## config.mk

```make
export PLATFORM = sky130hd
export DESIGN_NAME = two_road_traffic_light_with_walk
export DESIGN_NICKNAME = d
export VERILOG_FILES = /design/src/hw/rtl/trl_pkg.sv /design/src/hw/rtl/two_road_traffic_light_with_walk.sv /design/src/hw/rtl/trl_regs.sv /design/src/hw/rtl/trl_core.sv
export SDC_FILE = /design/constraint.sdc
export NUM_CORES = 1
export LEC_CHECK = 0
export BUFFER_PORTS_ARGS = -buffer_cell sky130_fd_sc_hd__buf_2
export CAP_MARGIN = 20
export CORE_MARGIN = 3
export CORE_UTILIZATION = 52
export CTS_BUF_LIST = sky130_fd_sc_hd__clkbuf_8
export DETAILED_ROUTE_END_ITERATION = 6
export GPL_ROUTABILITY_DRIVEN = 1
export GPL_TIMING_DRIVEN = 0
export PLACE_DENSITY = 0.79
export REMOVE_ABC_BUFFERS = 1
export SYNTH_ARGS = -nofsm -noshare
export SYNTH_HDL_FRONTEND = slang
export SYNTH_SLANG_ARGS = --single-unit
```

## constraint.sdc

```tcl
create_clock -name clock -period 2.96 [get_ports clock]
set_input_delay 0 -clock clock [delete_from_list [all_inputs] [get_ports clock]]
set_output_delay 0 -clock clock [all_outputs]
set_load 0.02 [all_outputs]
```

## src/hw/rtl/trl_pkg.sv

```systemverilog
// Shared types, register map and reset values for the two-road traffic light.
package trl_pkg;

   // Default width of the phase and closed-time counters
   localparam int TIME_BITS_DEF = 8;

   // Configuration register width and address map
   localparam int CFG_W      = 8;
   localparam int CSR_DATA_W = 32;
   localparam int CSR_ADDR_W = 5;
   localparam int REG_IDX_W  = 3;

   typedef enum logic [REG_IDX_W-1:0] {
      REG_MAIN_GREEN = 3'd0,
      REG_YELLOW     = 3'd1,
      REG_SIDE_GREEN = 3'd2,
      REG_WALK       = 3'd3,
      REG_MAX_CLOSED = 3'd4
   } reg_idx_type;

   localparam logic [CFG_W-1:0] MAIN_GREEN_RST = 8'd20;
   localparam logic [CFG_W-1:0] YELLOW_RST     = 8'd3;
   localparam logic [CFG_W-1:0] SIDE_GREEN_RST = 8'd20;
   localparam logic [CFG_W-1:0] WALK_RST       = 8'd5;
   localparam logic [CFG_W-1:0] MAX_CLOSED_RST = 8'd60;

   // Phase codes, as shown on the phase field
   typedef enum logic [2:0] {
      PH_MAIN_GREEN  = 3'd0,
      PH_MAIN_YELLOW = 3'd1,
      PH_MAIN_WALK   = 3'd2,
      PH_SIDE_GREEN  = 3'd3,
      PH_SIDE_YELLOW = 3'd4,
      PH_SIDE_WALK   = 3'd5
   } phase_type;

   // Light codes
   localparam logic [1:0] CAR_RED    = 2'd0;
   localparam logic [1:0] CAR_GREEN  = 2'd1;
   localparam logic [1:0] CAR_YELLOW = 2'd2;
   localparam logic       WALK_RED   = 1'b0;
   localparam logic       WALK_GREEN = 1'b1;

   // Walk button groups
   localparam logic [3:0] MAIN_BUTTONS = 4'b0011;
   localparam logic [3:0] SIDE_BUTTONS = 4'b1100;

   // Configuration set handed to the phase engine
   typedef struct packed {
      logic [CFG_W-1:0] main_green_ticks;
      logic [CFG_W-1:0] yellow_ticks;
      logic [CFG_W-1:0] side_green_ticks;
      logic [CFG_W-1:0] walk_ticks;
      logic [CFG_W-1:0] max_closed_ticks;
   } cfg_type;

   // One result item
   typedef struct packed {
      logic [1:0] main_car_light;
      logic       main_walk_light;
      logic [1:0] side_car_light;
      logic       side_walk_light;
      logic [2:0] phase;
   } rsp_type;

endpackage

```

## src/hw/rtl/two_road_traffic_light_with_walk.sv

```systemverilog
// Top level of the two-road traffic light with pedestrian walk phases.
//
// Each item on the req_ channel is one tick carrying the walk buttons pressed
// in that tick; the block answers with one item on the rsp_ channel showing
// the lights of the phase in force during that tick, then advances the phase.
// The phase engine updates its state in the cycle the item is accepted and
// the lights land in a single output register, so a new item is taken every
// cycle as long as the output register is empty or being drained in the same
// cycle. Timing registers (main green, yellow, side green, walk, max closed
// time) sit at byte addresses 0x0..0x10 of the APB-style port; the user must
// write them only while the block is idle, which the block does not enforce.
module two_road_traffic_light_with_walk #(
   parameter int TIME_BITS = trl_pkg::TIME_BITS_DEF
) (
   input  logic                           clock,
   input  logic                           reset,
   // Tick input
   input  logic                           req_valid,
   output logic                           req_ready,
   input  logic [3:0]                     req_buttons,
   // Light output
   output logic                           rsp_valid,
   input  logic                           rsp_ready,
   output logic [1:0]                     rsp_main_car_light,
   output logic                           rsp_main_walk_light,
   output logic [1:0]                     rsp_side_car_light,
   output logic                           rsp_side_walk_light,
   output logic [2:0]                     rsp_phase,
   // Configuration
   input  logic                           psel,
   input  logic                           penable,
   input  logic                           pwrite,
   input  logic [trl_pkg::CSR_ADDR_W-1:0] paddr,
   input  logic [trl_pkg::CSR_DATA_W-1:0] pwdata,
   output logic [trl_pkg::CSR_DATA_W-1:0] prdata,
   output logic                           pready
);
   import trl_pkg::*;

   cfg_type cfg;
   rsp_type core_rsp;
   rsp_type rsp_ff;
   logic    rsp_valid_ff, rsp_valid_in;
   logic    take;

   trl_regs u_regs (
      .clock   (clock),
      .reset   (reset),
      .psel    (psel),
      .penable (penable),
      .pwrite  (pwrite),
      .paddr   (paddr),
      .pwdata  (pwdata),
      .prdata  (prdata),
      .pready  (pready),
      .cfg     (cfg)
   );

   // Accept while the output register is free or draining
   assign req_ready = ~rsp_valid_ff | rsp_ready;
   assign take      = req_valid & req_ready;

   trl_core #(
      .TIME_BITS (TIME_BITS)
   ) u_core (
      .clock   (clock),
      .reset   (reset),
      .take    (take),
      .buttons (req_buttons),
      .cfg     (cfg),
      .rsp     (core_rsp)
   );

   // Hold the result until taken
   always_comb begin
      rsp_valid_in = rsp_valid_ff;
      if (take) begin
         rsp_valid_in = 1'b1;
      end else if (rsp_ready) begin
         rsp_valid_in = 1'b0;
      end
   end

   always_ff @(posedge clock) begin
      if (reset) begin
         rsp_valid_ff <= 1'b0;
      end else begin
         rsp_valid_ff <= rsp_valid_in;
      end
   end

   always_ff @(posedge clock) begin
      if (take) begin
         rsp_ff <= core_rsp;
      end
   end

   assign rsp_valid           = rsp_valid_ff;
   assign rsp_main_car_light  = rsp_ff.main_car_light;
   assign rsp_main_walk_light = rsp_ff.main_walk_light;
   assign rsp_side_car_light  = rsp_ff.side_car_light;
   assign rsp_side_walk_light = rsp_ff.side_walk_light;
   assign rsp_phase           = rsp_ff.phase;

endmodule

```

## src/hw/rtl/trl_regs.sv

```systemverilog
// APB-style configuration register file for the traffic light timing.
module trl_regs (
   input  logic                          clock,
   input  logic                          reset,
   input  logic                          psel,
   input  logic                          penable,
   input  logic                          pwrite,
   input  logic [trl_pkg::CSR_ADDR_W-1:0] paddr,
   input  logic [trl_pkg::CSR_DATA_W-1:0] pwdata,
   output logic [trl_pkg::CSR_DATA_W-1:0] prdata,
   output logic                          pready,
   output trl_pkg::cfg_type              cfg
);
   import trl_pkg::*;

   cfg_type                cfg_ff;
   cfg_type                cfg_in;
   logic [REG_IDX_W-1:0]   idx;
   logic                   wr_en;
   logic [CFG_W-1:0]       rd_val;

   assign idx    = paddr[CSR_ADDR_W-1:2];
   assign wr_en  = psel & penable & pwrite;
   assign pready = 1'b1;

   // Decode the write
   always_comb begin
      cfg_in = cfg_ff;
      if (wr_en) begin
         case (idx)
            REG_MAIN_GREEN: cfg_in.main_green_ticks = pwdata[CFG_W-1:0];
            REG_YELLOW:     cfg_in.yellow_ticks     = pwdata[CFG_W-1:0];
            REG_SIDE_GREEN: cfg_in.side_green_ticks = pwdata[CFG_W-1:0];
            REG_WALK:       cfg_in.walk_ticks       = pwdata[CFG_W-1:0];
            REG_MAX_CLOSED: cfg_in.max_closed_ticks = pwdata[CFG_W-1:0];
            default:        cfg_in = cfg_ff;
         endcase
      end
   end

   // Hold the registers
   always_ff @(posedge clock) begin
      if (reset) begin
         cfg_ff.main_green_ticks <= MAIN_GREEN_RST;
         cfg_ff.yellow_ticks     <= YELLOW_RST;
         cfg_ff.side_green_ticks <= SIDE_GREEN_RST;
         cfg_ff.walk_ticks       <= WALK_RST;
         cfg_ff.max_closed_ticks <= MAX_CLOSED_RST;
      end else begin
         cfg_ff <= cfg_in;
      end
   end

   // Return the addressed register
   always_comb begin
      case (idx)
         REG_MAIN_GREEN: rd_val = cfg_ff.main_green_ticks;
         REG_YELLOW:     rd_val = cfg_ff.yellow_ticks;
         REG_SIDE_GREEN: rd_val = cfg_ff.side_green_ticks;
         REG_WALK:       rd_val = cfg_ff.walk_ticks;
         REG_MAX_CLOSED: rd_val = cfg_ff.max_closed_ticks;
         default:        rd_val = '0;
      endcase
   end

   assign prdata = {{(CSR_DATA_W-CFG_W){1'b0}}, rd_val};
   assign cfg    = cfg_ff;

endmodule

```

## src/hw/rtl/trl_core.sv

```systemverilog
// Phase engine: walk request latch, phase and closed-time counters, light decode.
module trl_core #(
   parameter int TIME_BITS = trl_pkg::TIME_BITS_DEF
) (
   input  logic             clock,
   input  logic             reset,
   input  logic             take,
   input  logic [3:0]       buttons,
   input  trl_pkg::cfg_type cfg,
   output trl_pkg::rsp_type rsp
);
   import trl_pkg::*;

   localparam int CMP_W = ((TIME_BITS > CFG_W) ? TIME_BITS : CFG_W) + 1;
   localparam logic [TIME_BITS-1:0] TMAX = {TIME_BITS{1'b1}};

   phase_type              phase_ff, phase_in;
   logic [TIME_BITS-1:0]   count_ff, count_in;
   logic [TIME_BITS-1:0]   closed_ff, closed_in;
   logic [3:0]             walk_ff, walk_in;

   logic [3:0]             req_all;
   logic [CFG_W-1:0]       len;
   logic [CMP_W-1:0]       count_nxt;
   logic                   len_done;
   logic [TIME_BITS-1:0]   closed_inc;
   logic                   closed_hit;
   logic                   done;

   assign req_all = walk_ff | buttons;

   // Pick the length of the current phase
   always_comb begin
      case (phase_ff)
         PH_MAIN_YELLOW, PH_SIDE_YELLOW: len = cfg.yellow_ticks;
         PH_MAIN_WALK,   PH_SIDE_WALK:   len = cfg.walk_ticks;
         PH_SIDE_GREEN:                  len = cfg.side_green_ticks;
         default:                        len = cfg.main_green_ticks;
      endcase
   end

   // Phase end and closed-time limit
   assign count_nxt  = CMP_W'(count_ff) + CMP_W'(1);
   assign len_done   = (count_nxt >= CMP_W'(len)) || (count_ff == TMAX);
   assign closed_inc = (closed_ff == TMAX) ? closed_ff : closed_ff + 1'b1;
   assign closed_hit = CMP_W'(closed_inc) >= CMP_W'(cfg.max_closed_ticks);

   // Next state
   always_comb begin
      phase_in  = phase_ff;
      closed_in = closed_ff;
      walk_in   = req_all;
      done      = len_done;
      case (phase_ff)
         PH_MAIN_GREEN: begin
            if (len_done) begin
               closed_in = '0;
               phase_in  = PH_MAIN_YELLOW;
            end
         end
         PH_MAIN_YELLOW: begin
            if (len_done) begin
               if ((req_all & MAIN_BUTTONS) != 4'b0) begin
                  walk_in  = req_all & SIDE_BUTTONS;
                  phase_in = PH_MAIN_WALK;
               end else begin
                  phase_in = PH_SIDE_GREEN;
               end
            end
         end
         PH_MAIN_WALK: begin
            if (len_done) phase_in = PH_SIDE_GREEN;
         end
         PH_SIDE_GREEN: begin
            closed_in = closed_inc;
            done      = len_done | closed_hit;
            if (done) phase_in = PH_SIDE_YELLOW;
         end
         PH_SIDE_YELLOW: begin
            if (len_done) begin
               if ((req_all & SIDE_BUTTONS) != 4'b0) begin
                  walk_in  = req_all & MAIN_BUTTONS;
                  phase_in = PH_SIDE_WALK;
               end else begin
                  phase_in = PH_MAIN_GREEN;
               end
            end
         end
         PH_SIDE_WALK: begin
            if (len_done) phase_in = PH_MAIN_GREEN;
         end
         default: begin
            // Unused codes behave as main green
            phase_in = PH_MAIN_GREEN;
            if (len_done) begin
               closed_in = '0;
               phase_in  = PH_MAIN_YELLOW;
            end
         end
      endcase
      count_in = done ? '0 : count_ff + 1'b1;
   end

   // Advance on each accepted item
   always_ff @(posedge clock) begin
      if (reset) begin
         phase_ff  <= PH_MAIN_GREEN;
         count_ff  <= '0;
         closed_ff <= '0;
         walk_ff   <= '0;
      end else if (take) begin
         phase_ff  <= phase_in;
         count_ff  <= count_in;
         closed_ff <= closed_in;
         walk_ff   <= walk_in;
      end
   end

   // Decode the lights of the current phase
   always_comb begin
      rsp.main_car_light  = CAR_RED;
      rsp.main_walk_light = WALK_RED;
      rsp.side_car_light  = CAR_RED;
      rsp.side_walk_light = WALK_RED;
      rsp.phase           = phase_ff;
      case (phase_ff)
         PH_MAIN_GREEN:  rsp.main_car_light = CAR_GREEN;
         PH_MAIN_YELLOW: rsp.main_car_light = CAR_YELLOW;
         PH_MAIN_WALK: begin
            rsp.main_walk_light = WALK_GREEN;
            rsp.side_car_light  = CAR_GREEN;
         end
         PH_SIDE_GREEN:  rsp.side_car_light  = CAR_GREEN;
         PH_SIDE_YELLOW: rsp.side_car_light  = CAR_YELLOW;
         PH_SIDE_WALK:   rsp.side_walk_light = WALK_GREEN;
         default: begin
            rsp.main_car_light = CAR_GREEN;
            rsp.phase          = PH_MAIN_GREEN;
         end
      endcase
   end

endmodule
```

[Word-level counts from Yosys, hierarchy flattened]
Cells that the tools add are included.
Storage, ports and cells
  register bits: 73
  latch bits: 0
  bits in writable memories: 0
  bits in read-only memories: 0
  input bits: 48
  output and inout bits: 44
  word-level logic and storage cells: 93
  memories kept: 0
Operators by class
  add/sub/neg operators: 3
  $mul: 0
  divide/modulo/power cells: 0
  magnitude comparators: 2
  eq/ne operators: 17
  shifts and indexed selects: 0
  multiplexer cells: 28
  bitwise operators: 8
  reduce and logical (&&, ||, !) cells: 20
Operators with widths (number)
  8-bit case mux with 5 select lines: 1
  8-bit 2-to-1 mux: 3
  8-bit case mux with 3 select lines: 1
  3-bit 2-to-1 mux: 7
  3-bit case mux with 6 select lines: 1
  8-bit by 1-bit adder with 8-bit output, second input constant: 2
  8-bit equality test, second input constant: 2
  8-bit case mux with 2 select lines: 1
  3-bit by 2-bit equality test with 1-bit output, second input constant: 4
  2-bit by 1-bit inequality test with 1-bit output, second input constant: 6
  2-bit AND reduction: 5
  8-bit by 1-bit adder with 9-bit output, second input constant: 1
  3-bit equality test, second input constant: 3
  9-bit by 8-bit >= comparator with 1-bit output: 1
  8-bit >= comparator: 1
  4-bit 2-to-1 mux: 2
  2-bit case mux with 2 select lines: 2
  4-bit case mux with 2 select lines: 1
  4-bit nonzero test: 2
  4-bit OR reduction: 2
  1-bit 2-to-1 mux: 7
  7-bit AND reduction: 1
  3-bit by 1-bit equality test with 1-bit output, second input constant: 2
  3-bit logical NOT: 2
  10 further kinds: 18

[Depth between registers and ports, before layout]
Gate-level depths: netlist of run 1.
  word-level depth: 8
  mapped depth: 15
  mapped depth without buffers: 12

[Modules after synthesis]
A second synthesis of run 1 with hierarchy kept.
Unflattened totals
  cell total of the unflattened synthesis: 528
  area total of the unflattened synthesis: 4822.1 um^2
By module, submodules not included
  trl_core: times used 1, cells an instance 291, area an instance 2283.4 um^2, seq. area each 460.4 um^2
  trl_regs: times used 1, cells an instance 223, area an instance 2213.4 um^2, seq. area each 800.8 um^2
  two_road_traffic_light_with_walk: times used 1, cells an instance 14, area an instance 325.3 um^2, seq. area each 290.3 um^2

[Least setup slack after synthesis of run 1]
Ideal clock, no wire load.
  path kind: register -> register
  start point: reg u_core.phase_ff[2]
  end point: reg u_core.count_ff[3]
  library setup time: 0.068 ns
  arrival: 3.218 ns
  data required time: 2.892 ns
  path slack: -0.326 ns
  cell stages (with the launch flop): 14
  path buffers: 3
  period minus slack after synthesis: 3.286 ns
  cells stage by stage: dfxtp_1 > buf_1 > buf_1 > mux2i_1 > nor2_1 > a221oi_1 > ha_1 > and4_1 > a21oi_2 > o211ai_2 > or2_1 > buf_6 > or4_4 > o2bb2ai_2
On the way
  cells in the longest elaborated chain, start to end: 8
  elaborated cells on any way between the ends: 13
  classes of those cells: order compare (1); eq/ne (5); mux (3); bitwise (1); reduce/logical (3)
Ends and longest elaborated chain
  start, declared: RTL line trl_core.sv:17  | phase_type phase_ff, phase_in;
  start signal, assigned: RTL line trl_core.sv:112  | phase_ff <= phase_in;
  3-bit by 2-bit equality test with 1-bit output (tied with other cells): RTL line trl_core.sv:34  | case (phase_ff)
  2-bit OR reduction: RTL line trl_core.sv:34
  8-bit case mux with 3 select lines: RTL line trl_core.sv:34
  9-bit by 8-bit >= comparator with 1-bit output: RTL line trl_core.sv:44  | assign len_done = (count_nxt >= CMP_W'(len)) || (count_ff == TMAX);
  1-bit logical OR: RTL line trl_core.sv:44
  1-bit OR: RTL line trl_core.sv:76  | done = len_done | closed_hit;
  1-bit 2-to-1 mux (*): RTL line trl_core.sv:54  | case (phase_ff)
  8-bit 2-to-1 mux (*): RTL line trl_core.sv:101  | count_in = done ? '0 : count_ff + 1'b1;
  end signal, assigned: RTL line trl_core.sv:113  | count_ff <= count_in;
  end, declared: RTL line trl_core.sv:18  | logic [TIME_BITS-1:0] count_ff, count_in;
Every way passes the cells marked *; elsewhere a longest branch is shown, timed or not.
A chain may end at the register's enable or synchronous reset.

[Final worst setup path of run 1]
  start point: reg u_core.phase_ff[1]
  end point: reg u_core.count_ff[2]
Same word-level chain as after synthesis.

==> out/results.ini, run 1 <==
[final_layout]
diodes = 0
nets = 649
area_growth_pct = 21.0
fillCellCount = 651
drive_gt1_share_pct = 21.1
stdcell_count = 693

[cts]
h-tree-depth = 3
cts.sinks = 73
cts_tree = done
root_buffer = clkbuf_8
clk_pin_slew_ps = 80
cts_buffers = 9
worst_skew_pair.late_latency_ps = 360
cts_buffer_depth = 2

[logic_synthesis]
synthCells = 521
avgSynthCellArea_um2 = 8.58
ys_warn_count = 0
yosysSeqAreaShare_pct = 34.7
synth_edf_count = 9
synth-seq-cells = 73
synth_top_area_cell = dfxtp_1
ys.flop_type = dfxtp_1
synth_top_area_share_pct = 28.7
synth_area_leaders = dfxtp_1, mux2i_1, edfxtp_1
async_flop_share_pct = 0
synthDistinctLibCells = 64
syn_area_um2 = 4470

[pwr]
comb_power_share_pct = 31.4
leakage_nw = 2.23
p_sw_mw = 0.918
pwr_density_cell_nw_per_um2 = 517
switching_share_pct = 32.8
power_frac_seq_pct = 38.8
power.internal_mw = 1.88
clkPwrFrac_pct = 29.7
ir_drop_v = 0.000250

[routing]
drt_iter0_markers = 332
wl_mm = 12.1
ant_nets = 0
first_pass_iters = 6
drc = 0
vias = 4123
avgRoutedWirePerCell_um = 17.5
routed_via_density = 5.95

[floorplan]
die_w_um = 98.7
dieArea_um2 = 9750
die_h_um = 98.7
ios = 92
initial_utilization_pct = 53.9
core_um2 = 8300
rows = 33

[placement]
dp_hpwl_mm = 7.65
place_inst = 636
place_congestion = 0.918
io_buffers = 40
pre_cts_slack_ps = -1080

[sta]
drv_slew = 0
setup_ws_ps = -4.73
slew_headroom_pct = 32.2
tightest_slew_ps = 1010
fmax_mhz = 337
period_share_pct = 100
setup_viol = 1
rsz0062_at_grt = yes
hold_viol = 0
fin_worst_skew_ps = 6.48
period_needed_ps = 2960

[flow_run]
cap_violations = 0

[critical_path]
max_stage_delay_ps = 420
crit_type = reg -> reg
endpoint_kind = flop
crit_path_max_fanout = 13
cp_data_required_time_ps = 3260
path_cells = buf_4 > bufbuf_16 > nand3b_1 > o21ai_0 > a221oi_1 > ha_1 > nand3_1 > a21oi_2 > or2_4 > buf_12 > nor4_4 > a22o_1
critPathArrivalTime_ps = 3260
crit_path_top_delay_cell = a221oi_1
critPathLaunchType = flop

[outcome]
status = finished with violations
violations = negative setup slack

[global_routing]
grt_overflow = 0
grt_max_degree = 44
grt_pass1_wl_mm = 19.3
antenna_found_initial = 0
grt_usage_pct = 24.7
grt_pass1_vias = 3993

[worst_hold_path]
hp-class = in -> reg

[power groups by stage]
stage	Sequential, mW	Clock (mW)	Combinational [mW]
after floorplan	1.17	0	0.350
after global placement	1.17	0	0.511
after detailed placement	1.13	0	0.619
after CTS	1.09	0.834	0.805
after global routing	1.09	0.877	0.933
final	1.09	0.831	0.879
[registers in the layout, indices dropped and copies added, names as in the netlist]
| name | flops |
|---|---|
| rsp_side_walk_light | 1 |
| rsp_main_car_light | 2 |
| rsp_valid | 1 |
| rsp_side_car_light | 2 |
| u_core.walk_ff | 4 |
| rsp_phase | 3 |
| u_core.count_ff | 8 |
| u_regs.cfg | 40 |
| u_core.phase_ff | 3 |
| rsp_main_walk_light | 1 |
| u_core.closed_ff | 8 |
[worst paths after layout]
| check | start | endpoint | slack, ps | cells past startpoint |
|---|---|---|---|---|
| worst max register to register | u_core.phase_ff[1] | u_core.count_ff[2] | -5 | 12 |
| worst max-delay path | u_core.phase_ff[1] | u_core.count_ff[2] | -5 | 12 |
| worst min-delay path | reset | u_regs.cfg[1] | 250 | 2 |
| worst min register to register | u_core.count_ff[0] | u_core.count_ff[0] | 500 | 1 |
[repair_timing]
action | in CTS | in global routing
setup endpoints to repair | 23 | 21
setup buffers | 12 | 12
resized for setup | 26 | 13
gates cloned | 2 | 0
pin swaps | 7 | 14
endpoints found under the hold margin | 44 | 0
hold buffers | 14 | 0
[final cells by class]
type / instances / area (um^2) / share of cell area (%)
inverters: 13 / 48.8 / 0.902
flip-flops and latches: 73 / 1570 / 29.1
well taps: 105 / 131 / 2.43
repair buffers: 83 / 668 / 12.3
multi-input cells: 403 / 2790 / 51.5
clock inverters: 5 / 53.8 / 0.994
clock buffers: 11 / 151 / 2.80
[metal layers]
layer	global-route usage (%)	vias up	wire [um]
met2	41.2	212	5780
li1	-	1946	-
met5	0	-	0
met3	5.80	31	1020
met4	8.72	0	255
met1	31.4	1934	5090
[layout by cell type, fill, tap and decap left out, drive strengths merged, types with 4 or more instances in the layout]
cell type,n
ha,18
nand2b,5
a21oi,26
nand2,47
inv,12
clkinv,5
clkbuf,11
nand3,12
o21ai,17
mux2i,63
dlygate4sd3,14
nor2b,7
a22oi,7
nor3,8
a31oi,8
o21a,4
a22o,12
nand4,4
xor2,5
or2,4
conb,25
edfxtp,9
nor2,71
nand3b,7
o22ai,9
dfxtp,64
a221oi,6
buf,67
[critical path, delay by kind of cell (launching register included)]
family	cells	cell delay, ps
compound gates	4	800
buf+inv	3	630
flops	1	380
fa+ha+maj	1	330
simple gates	4	760
[Yosys cell counts (3+ instances only)]
cell type,count
nor2_1,71
dfxtp_1,64
mux2i_1,63
nand2_1,47
buf_4,25
a21oi_1,24
clkbuf_1,21
ha_1,18
o21ai_0,16
a22o_1,12
inv_1,12
nand3_1,12
edfxtp_1,9
o22ai_1,9
a31oi_1,8
a22oi_1,7
nand3b_1,7
nor2b_1,7
a221oi_1,6
buf_1,6
nor3_1,6
nand2b_1,5
xor2_1,5
nand4_1,4
o21a_1,4
a211oi_1,3
and2_1,3
xnor2_1,3
[logic make-up (layout without fill, tap and decap cells)]
logic type / Yosys count / count (layout) / share of synthesized area [%]
buf+inv: 68 / 112 / 8.09
simple gates: 178 / 178 / 18.9
xor+xnor: 8 / 8 / 1.57
mux: 63 / 63 / 14.1
compound gates: 111 / 111 / 17.5
flops: 73 / 73 / 34.7
fa+ha+maj: 18 / 18 / 5.04
other cells: 2 / 25 / 0.168
[metrics by stage]
stage / hold slack, ps / utilization [%] / instance area, um^2 / power [mW] / TNS (ps)
2_1_floorplan: 69.1 / - / 4250 / 1.52 / -7130
3_3_place_gp: 235 / 55.1 / 4580 / 1.68 / -28530
3_5_place_dp: 257 / 55.9 / 4640 / 1.75 / -17640
4_1_cts: 250 / 63.3 / 5260 / 2.73 / 0
5_1_grt: 288 / 65.2 / 5410 / 2.90 / -1150
6_report: 255 / 65.2 / 5410 / 2.80 / -4.73
No activity file was read; power rests on OpenSTA's default activity.
==> run 2: changes to the inputs <==
Settings changed: MAX_ROUTING_LAYER set to met4.
==> run 2 against run 1 <==
The run still ends with negative setup slack left. Via count grew 1.1%. Total power is essentially flat. Core utilization is the same. Register-to-register slack is essentially flat. Combinational power is essentially flat. Flip-flop and latch count is the same. Critical path depth shrank 1. Clock power is essentially flat. Hold slack lost 2.9 ps. Largest cell class unchanged.
==> out/results.ini, run 2 (synthesis gave the netlist of run 1 again) <==
[pwr]
leakage_nw = 2.23
ir_drop_v = 0.000248
pwr_density_cell_nw_per_um2 = 517

[global_routing]
grt_usage_pct = 25.4
grt_pass1_vias = 3998
grt_max_degree = 44
antenna_found_initial = 0
grt_pass1_wl_mm = 19.3
grt_overflow = 0

[final_layout]
diodes = 0
layout_common_cells = nor2_1, mux2i_1, dfxtp_1
drive_gt1_share_pct = 21.1
final_common_cell = nor2_1
nets = 649
area_growth_pct = 21.0
largest_reg_flops = 40
stdcell_count = 693

[critical_path]
critPathArrivalTime_ps = 3260
critPathLaunchType = flop
cp_data_required_time_ps = 3250
endpoint_kind = flop
crit_type = reg -> reg
crit_path_max_fanout = 6

[sta]
hold_slack_ps = 252
slew_headroom_pct = 32.1
period_share_pct = 100
rsz0062_at_grt = yes
setup_viol = 2
fin_worst_skew_ps = 7.92
hold_viol = 0
setup_ws_ps = -5.07
tightest_slew_ps = 1010
drv_slew = 0
fmax_mhz = 337
period_needed_ps = 2970

[routing]
avgRoutedWirePerCell_um = 17.6
drt_iter0_markers = 353
drc = 0
wl_mm = 12.2
routed_via_density = 6.01
first_pass_iters = 5
ant_nets = 0
vias = 4168

[outcome]
status = finished with violations
violations = negative setup slack

[cts]
h-tree-depth = 3
cts_buffer_depth = 2
cts_buffers = 9
root_buffer = clkbuf_8
cts_tree = done
cts.sinks = 73
clk_pin_slew_ps = 80
worst_skew_pair.late_latency_ps = 360

[placement]
place_congestion = 0.934
io_buffers = 40
dp_hpwl_mm = 7.65
place_inst = 636

[worst_hold_path]
hp-class = in -> reg

[floorplan]
core_um2 = 8300
ios = 92
rows = 33
dieArea_um2 = 9750
die_h_um = 98.7
die_w_um = 98.7
initial_utilization_pct = 53.9

[flow_run]
cap_violations = 0

-- run 2: cell counts in the layout (fill, tap and decap cells not counted) --
Identical to the previous run, type by type.
-- run 2: metal layers --
layer | vias up | global-route usage (%) | share of wire (%)
met5 | - | - | 0
met4 | 0 | 9.66 | 2.1
met3 | 28 | 4.81 | 8.0
met2 | 222 | 41.3 | 48
met1 | 1967 | 31.3 | 42
li1 | 1951 | - | -
-- run 2: metrics by stage --
stage	TNS, ps	total power, mW	utilization, %	instance area [um^2]	setup slack (ps)
after floorplan	-7130	1.52	-	4250	-654
after global placement	-28530	1.68	55.1	4580	-1530
after detailed placement	-17640	1.75	55.9	4640	-1080
after CTS	0	2.73	63.3	5260	0.648
after global routing	-1150	2.90	65.2	5410	-121
final	-6.11	2.80	65.2	5410	-5.07
-- run 2: where the power goes --
| group | switching, mW | internal (mW) | leakage [nW] |
|---|---|---|---|
| sequential | 0.0326 | 1.05 | 0.612 |
| combinational | 0.487 | 0.393 | 1.51 |
| clock | 0.400 | 0.433 | 0.109 |
| total | 0.920 | 1.88 | 2.23 |
-- run 2: layout make-up --
| type | instances | area [um^2] |
|---|---|---|
| timing repair buffer | 83 | 668 |
| fill | 651 | 2890 |
| sequential | 73 | 1570 |
| inverter | 13 | 48.8 |
| clock buffer | 11 | 151 |
| multi-input combinational | 403 | 2790 |
| clock inverter | 5 | 53.8 |
| tap | 105 | 131 |
-- run 2: worst paths after layout --
path / cells past startpoint / slack, ps / to / start
worst max-delay path: 11 / -5 / u_core.count_ff[3] / u_core.closed_ff[1]
worst min-delay path: 2 / 250 / u_regs.cfg[12] / reset
worst max register to register: 11 / -5 / u_core.count_ff[3] / u_core.closed_ff[1]
worst min register to register: 1 / 490 / u_core.count_ff[0] / u_core.count_ff[0]
-- run 2: timing repair --
item                                    4_1_cts  5_1_grt
hold buffers                                 14        0
gates resized for setup                      26       13
setup buffers                                12       12
pin swaps                                     7       14
gates cloned                                  2        0
endpoints found under the setup margin       23       21
endpoints found under the hold margin        44        0
-- run 2: worst max-delay path, cell delays in order, from the launching register on --
cell and delay, ps:
dfxtp_4 380, ha_4 150, nand4_1 120, or2_4 320, nand2_1 90, nand2_1 100
ha_1 320, a2111oi_4 380, o31a_1 300, nor2_4 80, or4_4 510, o2bb2ai_2 140
==> run 3: changes to the inputs <==
Clock period 2.96 ns to 2.5 ns, I/O delays scaled along.
==> run 3 against run 2 <==
The flow still finishes with violations (negative setup slack). Cell count grew 1.3%. Combinational power grew 34%. Setup slack lost 510 ps.
==> out/results.ini, run 3 (synthesis gave the netlist of run 1 again) <==
[floorplan]
dieArea_um2 = 9750
rows = 33
die_h_um = 98.7
die_w_um = 98.7
initial_utilization_pct = 53.9
core_um2 = 8300
ios = 92

[critical_path]
critPathLaunchType = flop
critical_path.top_delay_family = simple AND/OR/NAND/NOR gates
crit_path_max_fanout = 14
max_stage_delay_ps = 510
cpMostUsedCell = o21ai_2
crit_type = reg -> reg
cp_data_required_time_ps = 2800
critPathArrivalTime_ps = 3310
crit_path_top_delay_cell = or4_4
path_cells = buf_16 > mux2i_1 > o21ai_2 > a221oi_4 > ha_1 > and4_4 > a21oi_2 > o211ai_2 > or2_4 > or4_4 > o21ai_2
path_buf_inv = 1
endpoint_kind = flop

[outcome]
violations = negative setup slack
status = finished with violations

[pwr]
ir_drop_v = 0.000342
power.internal_mw = 2.26
leakage_nw = 2.30
power_frac_seq_pct = 37.2
switching_share_pct = 34.7
comb_power_share_pct = 34.0
p_sw_mw = 1.20
clkPwrFrac_pct = 28.8
pwr_density_cell_nw_per_um2 = 613

[sta]
setup_viol = 23
drv_slew = 0
period_needed_ps = 3010
slew_headroom_pct = 33.6
rsz0062_at_grt = yes
setup_tns_ps = -10000
setup_ws_ps = -513
period_share_pct = 121
hold_viol = 0
fmax_mhz = 332
tightest_slew_ps = 992
fin_worst_skew_ps = 11.9
hold_slack_ps = 5.89

[cts]
h-tree-depth = 3
root_buffer = clkbuf_8
cts_tree = done
cts.sinks = 73
cts_buffer_depth = 2
worst_skew_pair.late_latency_ps = 370
clk_pin_slew_ps = 90
cts_buffers = 9

[routing]
drt_iter0_markers = 357
vias = 4313
ant_nets = 0
first_pass_iters = 6
wl_mm = 13.8
avgRoutedWirePerCell_um = 19.7
routed_via_density = 6.14
drc = 0

[global_routing]
grt_pass1_vias = 4226
grt_max_degree = 44
grt_pass1_wl_mm = 20.4
antenna_found_initial = 0
grt_usage_pct = 26.7
grt_overflow = 0

[placement]
place_congestion = 0.934
io_buffers = 40
dp_hpwl_mm = 7.65

[final_layout]
final_common_cell = nor2_1
largest_reg_flops = 40
fin_util_pct = 68.1
drive_gt1_share_pct = 27.0
diodes = 0
layout_common_cells = nor2_1, mux2i_1, dfxtp_1
nets = 658
area_growth_pct = 26.4

[flow_run]
cap_violations = 0

[worst_hold_path]
hp-class = in -> reg

run 3: layout make-up:
| class | count | area (um^2) |
|---|---|---|
| Fill cell | 616 | 2650 |
| Clock buffer | 11 | 151 |
| Clock inverter | 5 | 53.8 |
| Multi-Input combinational cell | 403 | 2960 |
| Timing Repair Buffer | 92 | 736 |
| Tap cell | 105 | 131 |
| Inverter | 13 | 48.8 |
| Sequential cell | 73 | 1570 |
run 3: metal layers:
layer	vias up	part of all wire, %	GRT usage, %
met5	-	0	-
met4	0	3.5	10.4
met3	57	8.2	5.66
met2	272	48	43.9
met1	2023	40	32.2
li1	1961	-	-
run 3: stage by stage:
stage               total power, mW  area [um^2]  std cells  setup WS [ps]
finish                         3.46         5650        702           -513
global route                   3.58         5650        702           -612
CTS                            3.33         5500        694           -367
detailed placement             2.07         4640        636          -1540
global placement               1.99         4580        634          -1990
floorplan                      1.80         4250        489          -1110
run 3: path summary, 6_finish.rpt:
check	start	endpoint	slack, ps	depth (start not counted)
worst max register to register	u_core.phase_ff[1]	u_core.count_ff[0]	-510	11
worst min-delay path	req_buttons[2]	u_core.walk_ff[2]	6	3
worst min register to register	u_core.closed_ff[4]	u_core.closed_ff[4]	510	2
worst max-delay path	u_core.phase_ff[1]	u_core.count_ff[0]	-510	11
run 3: repair_timing:
item	in CTS	in global routing
setup buffers	26	9
hold endpoints to repair	43	0
hold buffers	13	0
cloned	3	0
pin swaps	33	13
setup endpoints to repair	23	23
resized for setup	48	34
run 3: worst reg2reg max path: stages, from the launching register on:
cell and delay [ps]:
dfxtp_4 390, buf_16 160, mux2i_1 270, o21ai_2 100
a221oi_4 330, ha_1 310, and4_4 210, a21oi_2 130
o211ai_2 120, or2_4 280, or4_4 510, o21ai_2 130
run 3: power by group through the flow:
stage	combinational, mW	clock (mW)	sequential [mW]
finish	1.18	0.996	1.29
floorplan	0.414	0	1.39
CTS	1.06	0.987	1.28
global route	1.23	1.05	1.29
detailed placement	0.733	0	1.33
global placement	0.605	0	1.39
